==> src/hdl/rtpjb_pkg.sv <==
// Shared types and constants of the RTP reorder jitter buffer.
package rtpjb_pkg;

  // Slot index is the low bits of the sequence number; depth is a power of two.
  localparam int unsigned RING_DEPTH = 32;
  localparam int unsigned SLOT_W     = $clog2(RING_DEPTH);
  localparam int unsigned SEQ_W      = 16;
  localparam int unsigned CFG_IDX_W  = 8;
  localparam int unsigned CNT_W      = 6;

  localparam logic [15:0] MIN_PKT_LEN     = 16'd12;
  localparam logic [15:0] MAX_LEN_RST     = 16'd2048;
  localparam logic [15:0] FRAME_BYTES_RST = 16'd1408;
  localparam logic [CNT_W-1:0] CNT_MAX    = '1;

  localparam logic [CFG_IDX_W-1:0] REG_MAX_PACKET_LEN = 8'd0;
  localparam logic [CFG_IDX_W-1:0] REG_FRAME_BYTES    = 8'd1;

  typedef enum logic [1:0] {
    ACT_STORE  = 2'd0,
    ACT_TAKE   = 2'd1,
    ACT_RESEND = 2'd2,
    ACT_FLUSH  = 2'd3
  } action_e;

  typedef enum logic [2:0] {
    ST_NONE    = 3'd0,
    ST_STORED  = 3'd1,
    ST_BAD_LEN = 3'd2,
    ST_IGNORED = 3'd3,
    ST_FRAME   = 3'd4,
    ST_SILENCE = 3'd5,
    ST_RESEND  = 3'd6
  } status_e;

  // One ring slot as held in the slot memory.
  typedef struct packed {
    logic [SEQ_W-1:0] seq;
    logic [7:0]       flags;
    logic [7:0]       typ;
    logic [31:0]      timestamp;
    logic [31:0]      ssrc;
    logic [15:0]      len;
  } slot_t;

  typedef struct packed {
    status_e          status;
    logic [SEQ_W-1:0] seq;
    logic [SLOT_W-1:0] slot;
    logic [15:0]      len;
    logic [7:0]       flags;
    logic [7:0]       typ;
    logic [31:0]      timestamp;
    logic [31:0]      ssrc;
    logic [CNT_W-1:0] resend_count;
  } res_t;

  typedef struct packed {
    logic              found;
    logic [SLOT_W-1:0] idx;
  } scan_t;

endpackage

==> src/hdl/rtpjb_gap_scan.sv <==
// Valid-bit scan: registered rotation to the oldest slot, then first-set search.
module rtpjb_gap_scan (
  input  logic                                clk_i,
  input  logic                                load_i,
  input  logic [rtpjb_pkg::RING_DEPTH-1:0]    valid_i,
  input  logic [rtpjb_pkg::SLOT_W-1:0]        base_i,
  output rtpjb_pkg::scan_t                    scan_o
);

  logic [2*rtpjb_pkg::RING_DEPTH-1:0] dbl;
  logic [rtpjb_pkg::RING_DEPTH-1:0]   rot_d;
  logic [rtpjb_pkg::RING_DEPTH-1:0]   rot_q;

  // bit i of rot is the slot i steps past the oldest one
  assign dbl   = {valid_i, valid_i} >> base_i;
  assign rot_d = dbl[rtpjb_pkg::RING_DEPTH-1:0];

  always_ff @(posedge clk_i) begin
    if (load_i) begin
      rot_q <= rot_d;
    end
  end

  always_comb begin
    scan_o = '0;
    for (int i = rtpjb_pkg::RING_DEPTH - 1; i >= 0; i--) begin
      if (rot_q[i]) begin
        scan_o.found = 1'b1;
        scan_o.idx   = rtpjb_pkg::SLOT_W'(i);
      end
    end
  end

endmodule

==> config.mk <==
export PLATFORM = sky130hd
export DESIGN_NAME = rtpjb_gap_scan
export DESIGN_NICKNAME = d
export VERILOG_FILES = /design/src/hdl/rtpjb_pkg.sv /design/src/hdl/rtpjb_gap_scan.sv
export SDC_FILE = /design/constraint.sdc
export NUM_CORES = 1
export LEC_CHECK = 0
export BUFFER_PORTS_ARGS = -buffer_cell sky130_fd_sc_hd__buf_2
export CAP_MARGIN = 20
export CORE_UTILIZATION = 25
export CTS_BUF_LIST = sky130_fd_sc_hd__clkbuf_16
export DETAILED_ROUTE_END_ITERATION = 7
export HOLD_SLACK_MARGIN = 0.15
export PLACE_DENSITY = 0.52
export SLEW_MARGIN = 0
export SYNTH_ARGS = -nofsm -noshare
export SYNTH_HDL_FRONTEND = slang
export SYNTH_SLANG_ARGS = --single-unit
==> constraint.sdc <==
create_clock -name clk_i -period 2.3 [get_ports clk_i]
set_input_delay 0.23 -clock clk_i [delete_from_list [all_inputs] [get_ports clk_i]]
set_output_delay 0.23 -clock clk_i [all_outputs]
set_load 0.02 [all_outputs]
# Word-level counts from Yosys, hierarchy flattened
# Index checks and enable logic that the tools add are counted.
# totals
mem_bits_ro,0
ramBits,0
out_inout_bits,6
n_memories,0
input_bits,39
latchBits,0
elab_cells,34
reg_bits,32
# classes
n_reduce_logical,0
multipliers,0
eq_ne,0
shifts,1
bitwise_logic,0
div,0
muxes,32
n_addsub,0
magnitude_cmp,0
# ops
operator,n
$mux 6,32
$shr 64x5->32,1

# Logic depth before layout (Yosys ltp)
# depth
word_depth,32
depth_mapped,7
depth_no_buf,5

# Worst setup path before layout
# Ideal clock, no wire load.
# synth_timing
path_kind,flip-flop to output port
start,reg rot_q[19] in the netlist's numbering
end,out scan_o[2] in the netlist's numbering
path_stages_with_launch,5
t_required_ps,2070
path_slack_ps,375
path_buffers,0
arrival_ps,1695
cell_sequence,edfxtp_1 -> or4_1 -> o21ai_0 -> nand2_1 -> a21boi_0
# synth_lines
item,line,text
"start, declared",rtpjb_gap_scan.sv:12,logic [rtpjb_pkg::RING_DEPTH-1:0] rot_q;
"start signal, assigned",rtpjb_gap_scan.sv:20,rot_q <= rot_d;
"end, declared",rtpjb_gap_scan.sv:7,output rtpjb_pkg::scan_t scan_o

==> flow_summary_export.csv <==
group,metric,value,unit
power_and_ir_drop,power_density,598,nW/um2
drt,vias_per_cell,5.28,
cells_and_area,seq_area,961,um2
sta,relSlewSlack,54.4,%
sta,setup-tns-final,0,ns
synth,synthCells,302,
global_routing,top_usage_layer,"met2",
synth,synth_top_family_by_area,"multiplexers",
synth,synthMuxAreaShare,34.2,%
flow_run,cap_violations,0,
drt,via_count,2678,
critical_path,cp-start-kind,"register",
critical_path,crit_path_end_kind,"primary output",
clock_network,cts_max_path_buffers,2,
global_routing,antenna_found_initial,0,
cells_and_area,top_regs,"rot_q: 32 flops",
cells_and_area,drive_gt1_share,27.4,%
synth,synth_top_cell_area_share,30.6,%
drt,dr.pass1.iters,4,
power_and_ir_drop,finalPower,0.00220,W
sta,min_period_over_period,93.1,%
synth,synthSimpleGateAreaFrac,8.16,%
cells_and_area,syn2layout_area_growth,17.1,%
critical_path,crit_top_cell,"o31ai_1",
place,portBuffers,44,
clock_network,cts_tree,"done",
synth,synth_edf_count,32,
drt,wirelength,8390,um
sta,min_period,2.14,ns
cells_and_area,final_core_util,30.4,%
synth,ys.flop_type,"edfxtp_1",
critical_path,endpoint,"scan_o[1]",
clock_network,cts.clk_slew.worst_paths,0.05,ns
synth,synth_area_leader_cell,"edfxtp_1",
global_routing,grt_first_pass_wirelength,13500,um
sta,setup_viol,0,
synth,synth_area_leaders,"edfxtp_1, mux2i_1, mux2_2",
cells_and_area,fin_nets,377,
synth,synthTopCellsByCount,"mux2i_1, edfxtp_1, o22ai_1",
synth,seq_area_frac_synth,30.6,%
place,gp_congestion,0.840,
critical_path,crit_required,2.07,ns
synth,yosysMostFrequentCell,"mux2i_1",
worst_hold_path,hold_class,"in -> reg",
drt,drt-wirelength-per-cell,16.6,um
die,core_area,12100,um2
sta,hold_viol,0,
cells_and_area,n_fill_cell,1282,
worst_hold_path,hold_depth,1,
run_status,status,"complete, no violations",
clock_network,holdBufCountCts,0,
synth,avgSynthCellArea,10.4,um2
sta,fmax,467,MHz
drt,ant_nets,0,
synth,synthArstFlopShare,0,%
synth,syn-num-nets,341,
sta,whs,0.540,ns
synth,synthAdderAreaFrac,0,%
die,die-area,13000,um2
synth,synth_area,3140,um2
clock_network,cts_inserted_buffers,5,
die,row_count,40,
global_routing,gr-total-overflow,0,
synth,synth_xor_area_share,0,%
critical_path,startpoint,"rot_q[28]$_DFFE_PP_",
synth,ys_ff_latch,32,
critical_path,critical_path.max_stage_delay,0.45,ns
place,place_area,3500,um2
global_routing,use_met2,21.5,%
die,start_util,26.0,%
critical_path,crit_slowest_cell,"edfxtp_1",
critical_path,crit_type,"reg -> out",
cells_and_area,largest_reg_flops,32,
critical_path,worstPathMaxFanout,4,
die,die_h,114,um
die,io_pins,45,
cells_and_area,top_register,"rot_q",
sta,worstMarginPinSlew,0.684,ns
synth,synth_cell_types,37,
cells_and_area,final_area,3680,um2
synth,ys_warn_count,0,
drt,remaining_drc_errors,0,
critical_path,crit_chain,"buf_4 > o31ai_1 > a211oi_1 > o31ai_1 > a21o_1 > buf_2",
power_and_ir_drop,peakVddDrop,283,uV
critical_path,cp.arrival,1.91,ns
clock_network,htreeDepth,2,
global_routing,grt_pass1_vias,2588,
clock_network,numClockSinks,32,
sta,rsz0062_at_grt,"no",
clock_network,root_buffer,"clkbuf_16",
die,die_w,114,um
cells_and_area,diodes,0,
place,dp_hpwl,6710,um
global_routing,gr-usage-met1,17.8,%
global_routing,grt_start_max_net_pins,41,
power_and_ir_drop,leakagePower,1.46,nW
sta,maxSlewViolCount,0,
drt,first_iter_violations,120,
global_routing,grt_use_total,13.2,%
cells_and_area,multi_input_area,2010,um2
global_routing,met3_usage,2.49,%
synth,synth-compound-area-share,21.6,%
## worst max-delay path: cells and delay by family (launching register included)
family	cells	cell delay [ns]
buffers and inverters	2	0.32
DFF	1	0.45
AOI/OAI and AO/OA	4	0.87
## metrics by stage
stage               cells  setup WS [ns]
global placement      498          0.289
floorplan             302          0.375
global route          507       0.000340
finish                507          0.160
CTS                   506          0.116
detailed placement    498          0.306
## layout by cell type, fill, tap and decap left out
cell type,instances
nor3b_1,1
a221oi_1,24
buf_2,44
bufinv_16,1
a21boi_0,1
nor2_1,15
nor3b_2,1
o2111ai_1,1
o21a_1,1
mux2_2,20
mux2i_2,2
inv_1,7
a2bb2o_1,1
nand2_1,4
o31ai_1,4
or2_2,1
a21oi_1,7
a211oi_1,5
edfxtp_1,32
nor4_1,7
nand4_1,1
clkinv_2,1
mux2i_1,82
or4_1,4
nor3_1,7
clkbuf_16,5
o21ai_0,3
a2111oi_0,2
a2bb2o_2,2
and2_1,2
a221oi_2,5
buf_12,1
buf_4,9
nand3_1,1
o22ai_1,28
a2bb2o_4,1
nor2b_1,3
a21o_1,1
nand2b_1,2
## area by class of cell
| class | instances | share of cell area, % |
|---|---|---|
| multi-input combinational | 239 | 54.7 |
| sequential | 32 | 26.1 |
| timing repair buffer | 54 | 8.36 |
| tap | 168 | 5.71 |
| clock buffer | 5 | 3.40 |
| clock inverter | 3 | 1.05 |
| inverter | 6 | 0.612 |
## cells by family after synthesis
| logic type | Yosys count |
|---|---|
| compound gates | 86 |
| mux | 104 |
| flops | 32 |
| buf+inv | 31 |
| simple gates | 49 |
## where the power goes
group | switching [W] | internal, W | leakage (nW)
Clock | 0.000221 | 0.000503 | 0.0850
Combinational | 0.000369 | 0.000274 | 1.06
Sequential | 0.0000761 | 0.000757 | 0.315
Total | 0.000667 | 0.00154 | 1.46
## what timing repair did
item	4_1_cts	5_1_grt
endpoints found under the setup margin	0	1
setup buffers	0	1
endpoints found under the hold margin	0	0
gates resized for setup	0	1
## how the worst min path moves through the flow
stage	end	from
2_1_floorplan	rot_q[0]$_DFFE_PP_	load_i
6_report	rot_q[23]$_DFFE_PP_	load_i
3_5_place_dp	rot_q[23]$_DFFE_PP_	load_i
4_1_cts	rot_q[23]$_DFFE_PP_	load_i
3_3_place_gp	rot_q[24]$_DFFE_PP_	load_i
5_1_grt	rot_q[23]$_DFFE_PP_	load_i
## metal layers
layer / part of all wire [%] / routed length, um / up-vias
li1: - / - / 1331
met1: 50 / 4160 / 1272
met2: 46 / 3840 / 65
met3: 3.5 / 295 / 10
met4: 1.2 / 101 / 0
met5: 0 / 0 / -
Power figures use the tool's default switching activity.
