==> config.mk <==
export PLATFORM = sky130hd
export DESIGN_NAME = rtpjb_ram
export DESIGN_NICKNAME = d
export VERILOG_FILES = /design/src/hdl/rtpjb_ram.sv
export SDC_FILE = /design/constraint.sdc
export NUM_CORES = 1
export LEC_CHECK = 0
export BUFFER_PORTS_ARGS = -buffer_cell sky130_fd_sc_hd__buf_2
export CORE_MARGIN = 4
export CORE_UTILIZATION = 45
export CTS_CLUSTER_SIZE = 14
export DETAILED_ROUTE_END_ITERATION = 10
export MAX_ROUTING_LAYER = met4
export PLACE_DENSITY = 0.61
export SLEW_MARGIN = 20
export SYNTH_ARGS = -nofsm -noshare
export SYNTH_HDL_FRONTEND = slang
export SYNTH_SLANG_ARGS = --single-unit
==> constraint.sdc <==
create_clock -name clk_i -period 5.15 [get_ports clk_i]
set_clock_uncertainty 0.05 [all_clocks]
set_input_delay 1.2875 -clock clk_i [delete_from_list [all_inputs] [get_ports clk_i]]
set_output_delay 1.2875 -clock clk_i [all_outputs]
set_load 0.1 [all_outputs]
==> src/hdl/rtpjb_ram.sv <==
// Generic single-port-write, single-port-read RAM with registered read.
module rtpjb_ram #(
  parameter int unsigned WIDTH = 8,
  parameter int unsigned DEPTH = 32
) (
  input  logic                     clk_i,
  input  logic                     we_i,
  input  logic [$clog2(DEPTH)-1:0] waddr_i,
  input  logic [WIDTH-1:0]         wdata_i,
  input  logic [$clog2(DEPTH)-1:0] raddr_i,
  output logic [WIDTH-1:0]         rdata_o
);

  logic [WIDTH-1:0] mem_q [DEPTH];
  logic [WIDTH-1:0] rdata_q;

  always_ff @(posedge clk_i) begin
    if (we_i) begin
      mem_q[waddr_i] <= wdata_i;
    end
    rdata_q <= mem_q[raddr_i];
  end

  assign rdata_o = rdata_q;

endmodule

# Word level (Yosys, flattened, before mapping)
# Memories as Yosys holds them, arrays and structs flattened. A register that Yosys moved wholly into a read port is not among the register bits.
# Cells that the tools add are included.
dict set report totals {
  regBits 0
  ram_bits 256
  in_bits 20
  output_inout_bits 8
  word_cells 3
  memories 1
}
# memory words word_bits rd rd_clocked_by_memory_dff write_ports line_no
set mem_list {}
lappend mem_list {mem_q 32 8 1 1 1 14} ;# logic [WIDTH-1:0] mem_q [DEPTH];
dict set report op_classes {
  mux 2
}
# op n
set ops {}
lappend ops {{$mux 1} 2}

# Longest topological paths before layout
# Gate-level depths: netlist of the first run.
dict set report logic_depth {
  word_depth 2
  ltp_mapped 5
  depth_no_buf 3
}

# Least setup slack after synthesis of the first run
# No wires, ideal clock.
dict set report synth_path {
  kind {input -> register}
  start {in raddr_i[2]}
  end {reg rdata_q[0] (netlist: rdata_o[0]), read port of mem_q}
  setup_ns 0.121
  t_arrival_ns 2.969
  required_time_ns 4.979
  slack_ns 2.010
  cell_stages 5
  n_path_buf 2
  cell_sequence {clkbuf_1 > clkbuf_1 > mux4_2 > mux4_2 > mux2_2}
}
# item line_no
set synth_rtl {}
lappend synth_rtl {{from (decl)} 10} ;# input logic [$clog2(DEPTH)-1:0] raddr_i,
lappend synth_rtl {{to (decl)} 15} ;# logic [WIDTH-1:0] rdata_q;

==> results_dict.tcl, run 1 <==
set metrics [dict create \
    mostFrequentLayoutCell "edfxtp_1" \
    nets 474 \
    seq_area_frac_synth_pct 78.1 \
    clk_latency_ns 0.52 \
    place_hpwl_um 12500 \
    cts_buffer_depth 3 \
    power.total_mw 4.58 \
    cp_top_family "multiplexers" \
    max_stage_delay_ns 0.60 \
    drtAntennaViolNets 0 \
    layout_common_cells "256 x edfxtp_1, 80 x mux4_2, 33 x nor2_1" \
    finalWirelength_um 20300 \
    dieWidth_um 157 \
    tightest_slew_ns 0.977 \
    drv_slew 0 \
    synth_top_area_cell "edfxtp_1" \
    cts_setup_buffers 0 \
    reg2regPathDepth 3 \
    num_rows 54 \
    worst-path-buf-inv 2 \
    fin_setup_tns_ns 0 \
    syn-cell-area_um2 10100 \
    antenna_cells 0 \
    crit_required_ns 5.51 \
    maxCapViolCount 0 \
    drive_gt1_share_pct 33.3 \
    track_usage_pct 17.5 \
    power_switching_uw 948 \
    die-area_um2 24800 \
    hold_depth 3 \
    hold_end "rdata_o[6]" \
    htree_levels 1 \
    gp_congestion 0.766 \
    via_per_inst 5.85 \
    yosys_warnings 0 \
    synth_nets 437 \
    synth_top_area_share_pct 76.5 \
    cts_tree "built" \
    crit_chain "buf_4 -> buf_12 -> mux4_2 -> mux4_2 -> mux2_2" \
    netlist_instances 417 \
    worst_path_most_repeated_cell "mux4_2" \
    hold_path.class "flop to flop" \
    p_comb_share_pct 6.2 \
    start_util_pct 45.9 \
    path_class "input port to flop" \
    grt_antenna_before_repair 0 \
    fin_crit_sh_pct 62.4 \
    avgSynthCellArea_um2 24.1 \
    rsz0062_at_grt "false" \
    cp-start-kind "input port" \
    finish.utilization_pct 51.7 \
    sw_frac_of_total_pct 20.7 \
    relSlewSlack_pct 34.9 \
    dieHeight_um 157 \
    cts_sinks 264 \
    clkTransAtPathRegs_ns 0.06 \
    clkPwrFrac_pct 41.4 \
    worst_setup_path_end_kind "flop" \
    hold_buffers 0 \
    ioPinCount 28 \
    cts-resized-gates 0 \
    intPower_mw 3.63 \
    finalCriticalPeriod_ns 3.21 \
    p_per_area_nw_per_um2 405 \
    ir_drop_v 0.000237 \
    setup_viol 0 \
    grt_max_degree 65 \
    grt_first_pass_wirelength_um 30300 \
    holdCritStartpoint "mem_q[30][6]" \
    core_area_um2 21900 \
    ys_types 15 \
    synth-seq-cells 264 \
    critPathArrivalTime_ns 3.57 \
    drc_errors 0 \
    dr.pass1.iters 5 \
    max_freq_mhz 311 \
    grt_overflow 0 \
    drt-initial-drc-count 419 \
    wl_per_cell_um 27.1 \
    finalHoldViolCount 0 \
    cts_made_buffers 26 \
    layout-area-overhead-vs-synth_pct 12.6 \
    power.leakage_nw 3.51 \
    port_buffers 27 \
    rrSetupSlack_ns 3.27 \
    r2r-start "mem_q[17][2]" \
    worstReg2RegEnd "rdata_o[2]" \
    status "complete, no violations" \
    synthTopCellsByArea "edfxtp_1 76%, mux4_2 18%, dfxtp_1 1.6%" \
    grt_pass1_vias 4536 \
    critical-path-slowest-cell "mux4_2" \
    cts_root_buffer "clkbuf_16" \
    vias 4390 \
    cp_max_fo 35 \
    seqPwrFrac_pct 52.4 \
]
-- stage by stage --
step / setup WS, ns / std cells / instance area, um^2 / hold slack [ns]
final: 1.94 / 751 / 11300 / 0.856
after global routing: 1.78 / 751 / 11300 / 0.882
after floorplan: 2.01 / 417 / 10100 / 0.815
after detailed placement: 1.36 / 706 / 10500 / 0.838
after CTS: 1.89 / 751 / 11300 / 0.863
after global placement: 1.36 / 706 / 10500 / 0.834
-- power groups by stage --
stage	combinational (mW)	clock [mW]	sequential, mW
after floorplan	0.127	0	2.51
after global placement	0.281	0	2.45
after detailed placement	0.286	0	2.45
after CTS	0.287	1.92	2.40
after global routing	0.299	2.02	2.40
final	0.283	1.89	2.40
-- worst reg2reg max path, cell delays in order, from the launching register on --
cell	delay [ns]
edfxtp_1	0.37
mux4_2	0.52
mux4_2	0.54
mux2_2	0.29
-- routing by layer --
layer  global-route usage (%)  up-vias  wire length (um)
met5                        -        -                 0
met1                     26.1     2357              8910
met2                     25.3      157              9420
met4                     3.97        0               303
met3                     3.63       27              1700
li1                         -     1849                 -
-- flip-flops by register name, indices dropped and copies added (netlist names) --
register	cells
rdata_o	8
mem_q	256
-- cell families (layout without fill, tap and decap cells) --
group	Yosys count	in the layout	synth area share [%]
buf+inv	20	74	1.06
flops	264	264	78.1
mux	88	88	18.8
simple gates	45	45	2.07
-- synth_stat cells --
master	count
buf_2	1
dfxtp_1	8
clkbuf_1	6
or3_1	1
mux4_2	80
edfxtp_1	256
nor2_1	33
or3b_2	3
buf_1	6
nand2_1	1
nand3b_1	5
mux2_2	8
buf_4	6
buf_6	1
nand3_1	2
-- worst max path at each step --
stage / start / to / slack, ns / depth (start not counted)
5_1_grt: raddr_i[0] / rdata_o[2] / 1.78 / 5
2_1_floorplan: raddr_i[2] / rdata_o[0] / 2.01 / 5
6_report: raddr_i[0] / rdata_o[2] / 1.94 / 5
4_1_cts: raddr_i[0] / rdata_o[2] / 1.89 / 5
3_3_place_gp: raddr_i[0] / rdata_o[4] / 1.36 / 5
3_5_place_dp: raddr_i[0] / rdata_o[4] / 1.36 / 5
-- area by class of cell --
| cell class | instances | area [um^2] |
|---|---|---|
| Clock buffer | 30 | 687 |
| Clock inverter | 15 | 169 |
| Fill cell | 1698 | 10600 |
| Multi-Input combinational cell | 133 | 2100 |
| Sequential cell | 264 | 7850 |
| Tap cell | 280 | 350 |
| Timing Repair Buffer | 29 | 165 |
(Power assumes the default switching activity.)
==> run 2, diff against run 1 <==
--- a/config.mk
+++ b/config.mk
@@ -5,13 +5,14 @@
 export SDC_FILE = /design/constraint.sdc
 export NUM_CORES = 1
 export LEC_CHECK = 0
+export ABC_AREA = 1
 export BUFFER_PORTS_ARGS = -buffer_cell sky130_fd_sc_hd__buf_2
 export CORE_MARGIN = 4
 export CORE_UTILIZATION = 45
 export CTS_CLUSTER_SIZE = 14
 export DETAILED_ROUTE_END_ITERATION = 10
 export MAX_ROUTING_LAYER = met4
-export PLACE_DENSITY = 0.61
+export PLACE_DENSITY = 0.63
 export SLEW_MARGIN = 20
 export SYNTH_ARGS = -nofsm -noshare
 export SYNTH_HDL_FRONTEND = slang
==> constraint.sdc (replaced) <==
create_clock -name clk_i -period 2.86 [get_ports clk_i]
set_clock_uncertainty 0.05 [all_clocks]
set_input_delay 0.715 -clock clk_i [delete_from_list [all_inputs] [get_ports clk_i]]
set_output_delay 0.715 -clock clk_i [all_outputs]
set_load 0.1 [all_outputs]
==> results_dict.tcl, run 2 <==
set metrics [dict create \
    htree_levels 1 \
    worst-path-buf-inv 1 \
    synth-seq-cells 264 \
    cts-resized-gates 0 \
    r2r-start "mem_q[21][2]" \
    max_stage_delay_ns 0.46 \
    cts_buffer_depth 3 \
    relSlewSlack_pct 47.6 \
    layout-area-overhead-vs-synth_pct 12.9 \
    setup_viol 0 \
    port_buffers 27 \
    dieHeight_um 163 \
    synth_top_area_share_pct 71.3 \
    via_per_inst 5.25 \
    cts_tree "built" \
    max_freq_mhz 464 \
    antenna_cells 0 \
    place_hpwl_um 13800 \
    grt_max_degree 129 \
    grt_antenna_before_repair 0 \
    path_class "flop to primary output" \
    num_rows 56 \
    cp_max_fo 1 \
    ys_types 12 \
    drtAntennaViolNets 0 \
    wl_per_cell_um 18.7 \
    hold_buffers 0 \
    fin_setup_tns_ns 0 \
    cts_root_buffer "clkbuf_16" \
    holdWs_ns 0.473 \
    grt_pass1_vias 6626 \
    drc_errors 0 \
    async_flop_share_pct 0 \
    worstReg2RegEnd "rdata_o[2]" \
    clk_latency_ns 0.54 \
    netlist_instances 922 \
    largest_reg_flops 256 \
    cts_sinks 264 \
    finalHoldViolCount 0 \
    gp_congestion 0.805 \
    dieWidth_um 163 \
    yosysMostFrequentCell "nand2_1" \
    mostFrequentLayoutCell "nand2_1" \
    die-area_um2 26500 \
    clkTransAtPathRegs_ns 0.06 \
    ys_dominant_reg_cell "edfxtp_1" \
    core_area_um2 23500 \
    avgSynthCellArea_um2 11.7 \
    critical-path-slowest-cell "buf_2" \
    seq_area_frac_synth_pct 72.8 \
    syn-cell-area_um2 10800 \
    hold_end "rdata_o[7]" \
    synthTopCellsByArea "edfxtp_1 71%, nand2_1 13%, nand3_1 9.5%" \
    finalCriticalPeriod_ns 2.15 \
    crit_required_ns 2.10 \
    cp-start-kind "flop" \
    cts_made_buffers 28 \
    tightest_slew_ns 0.787 \
    nets 983 \
    dr.pass1.iters 5 \
    grt_first_pass_wirelength_um 38100 \
    drt-initial-drc-count 641 \
    crit_chain "buf_2" \
    critPathArrivalTime_ns 1.39 \
    synth_top_area_cell "edfxtp_1" \
    cp_top_family "buffers and inverters" \
    synth_nets 942 \
    holdCritStartpoint "raddr_i[4]" \
    maxCapViolCount 0 \
    hold_path.class "input port to flop" \
    rrSetupSlack_ns 1.58 \
    hold_depth 3 \
    top_register "mem_q" \
    grt_overflow 0 \
    vias 6848 \
    status "complete, no violations" \
    track_usage_pct 19.2 \
    finalWirelength_um 24400 \
    ioPinCount 28 \
    p_per_area_nw_per_um2 701 \
    layout_common_cells "360 x nand2_1, 256 x edfxtp_1, 204 x nand3_1" \
    drv_slew 0 \
    synth_commonest_cells "360 x nand2_1, 256 x edfxtp_1, 204 x nand3_1" \
    reg2regPathDepth 8 \
    start_util_pct 45.8 \
    drive_gt1_share_pct 10.8 \
    power.leakage_nw 4.55 \
    rsz0062_at_grt "false" \
    worst_setup_path_end_kind "primary output" \
    cts_setup_buffers 0 \
    regArea_um2 7850 \
    multi_input_comb_area_um2 2490 \
    synth-edff-count 256 \
    yosys_warnings 0 \
    fin_crit_sh_pct 75.3 \
    fillers 2054 \
    ir_drop_v 0.000525 \
]
run 2: cell types whose count changed after synthesis, sizes merged, moves of 3 or more:
cell | before | now
nand3b | 5 | 0
mux4 | 80 | 0
nand3 | 2 | 204
mux2 | 8 | 0
inv | 0 | 10
or3b | 3 | 0
buf | 14 | 45
nand2 | 1 | 360
run 2: through the flow:
stage	power [mW]	std cells	utilization (%)	area, um^2	setup WS, ns
after floorplan	4.81	922	-	10800	1.06
after detailed placement	5.00	1252	47.8	11200	0.422
after global routing	8.84	1304	51.7	12200	0.682
after global placement	5.00	1252	47.8	11200	0.471
after CTS	8.62	1304	51.7	12200	0.698
final	8.54	1304	51.7	12200	0.706
run 2: how the worst max path moves through the flow:
stage,depth (start not counted),from,endpoint,slack [ns]
after floorplan,3,waddr_i[0],mem_q[0][0],1.06
after detailed placement,4,waddr_i[0],mem_q[26][4],0.42
after global routing,1,rdata_o[0],rdata_o[0],0.68
after global placement,4,waddr_i[0],mem_q[26][4],0.47
after CTS,1,rdata_o[6],rdata_o[6],0.70
final,1,rdata_o[0],rdata_o[0],0.71
run 2: logic make-up (layout without fill, tap and decap cells):
kind of cell	count (synthesis)	count (layout)	synth area share, %
DFF	264	264	72.8
buffers and inverters	62	125	4.14
and+or+nand+nor	596	596	23.1
run 2: area by class of cell:
cell class	instances	share of cell area, %
clock buffers	34	6.11
clock inverters	18	1.53
inverters	10	0.329
multi-input cells	596	20.5
flip-flops and latches	264	64.4
well taps	319	3.28
repair buffers	63	3.86
run 2: power breakdown:
part | total, mW | internal (mW) | switching, mW
Clock | 3.62 | 2.20 | 1.42
Combinational | 0.594 | 0.136 | 0.458
Sequential | 4.32 | 4.30 | 0.0196
run 2: worst register-to-register path, delay by kind of cell, from the launching register on:
| kind | cells | cell delay (ns) |
|---|---|---|
| flops | 1 | 0.35 |
| simple gates | 8 | 0.77 |
run 2: routing by layer:
| layer | vias to the layer above | wire [um] | GRT usage, % |
|---|---|---|---|
| met5 | - | 0 | - |
| met4 | 0 | 534 | 4.73 |
| met3 | 48 | 1410 | 2.61 |
| met2 | 202 | 11700 | 30.1 |
| met1 | 3315 | 10700 | 26.9 |
| li1 | 3283 | - | - |
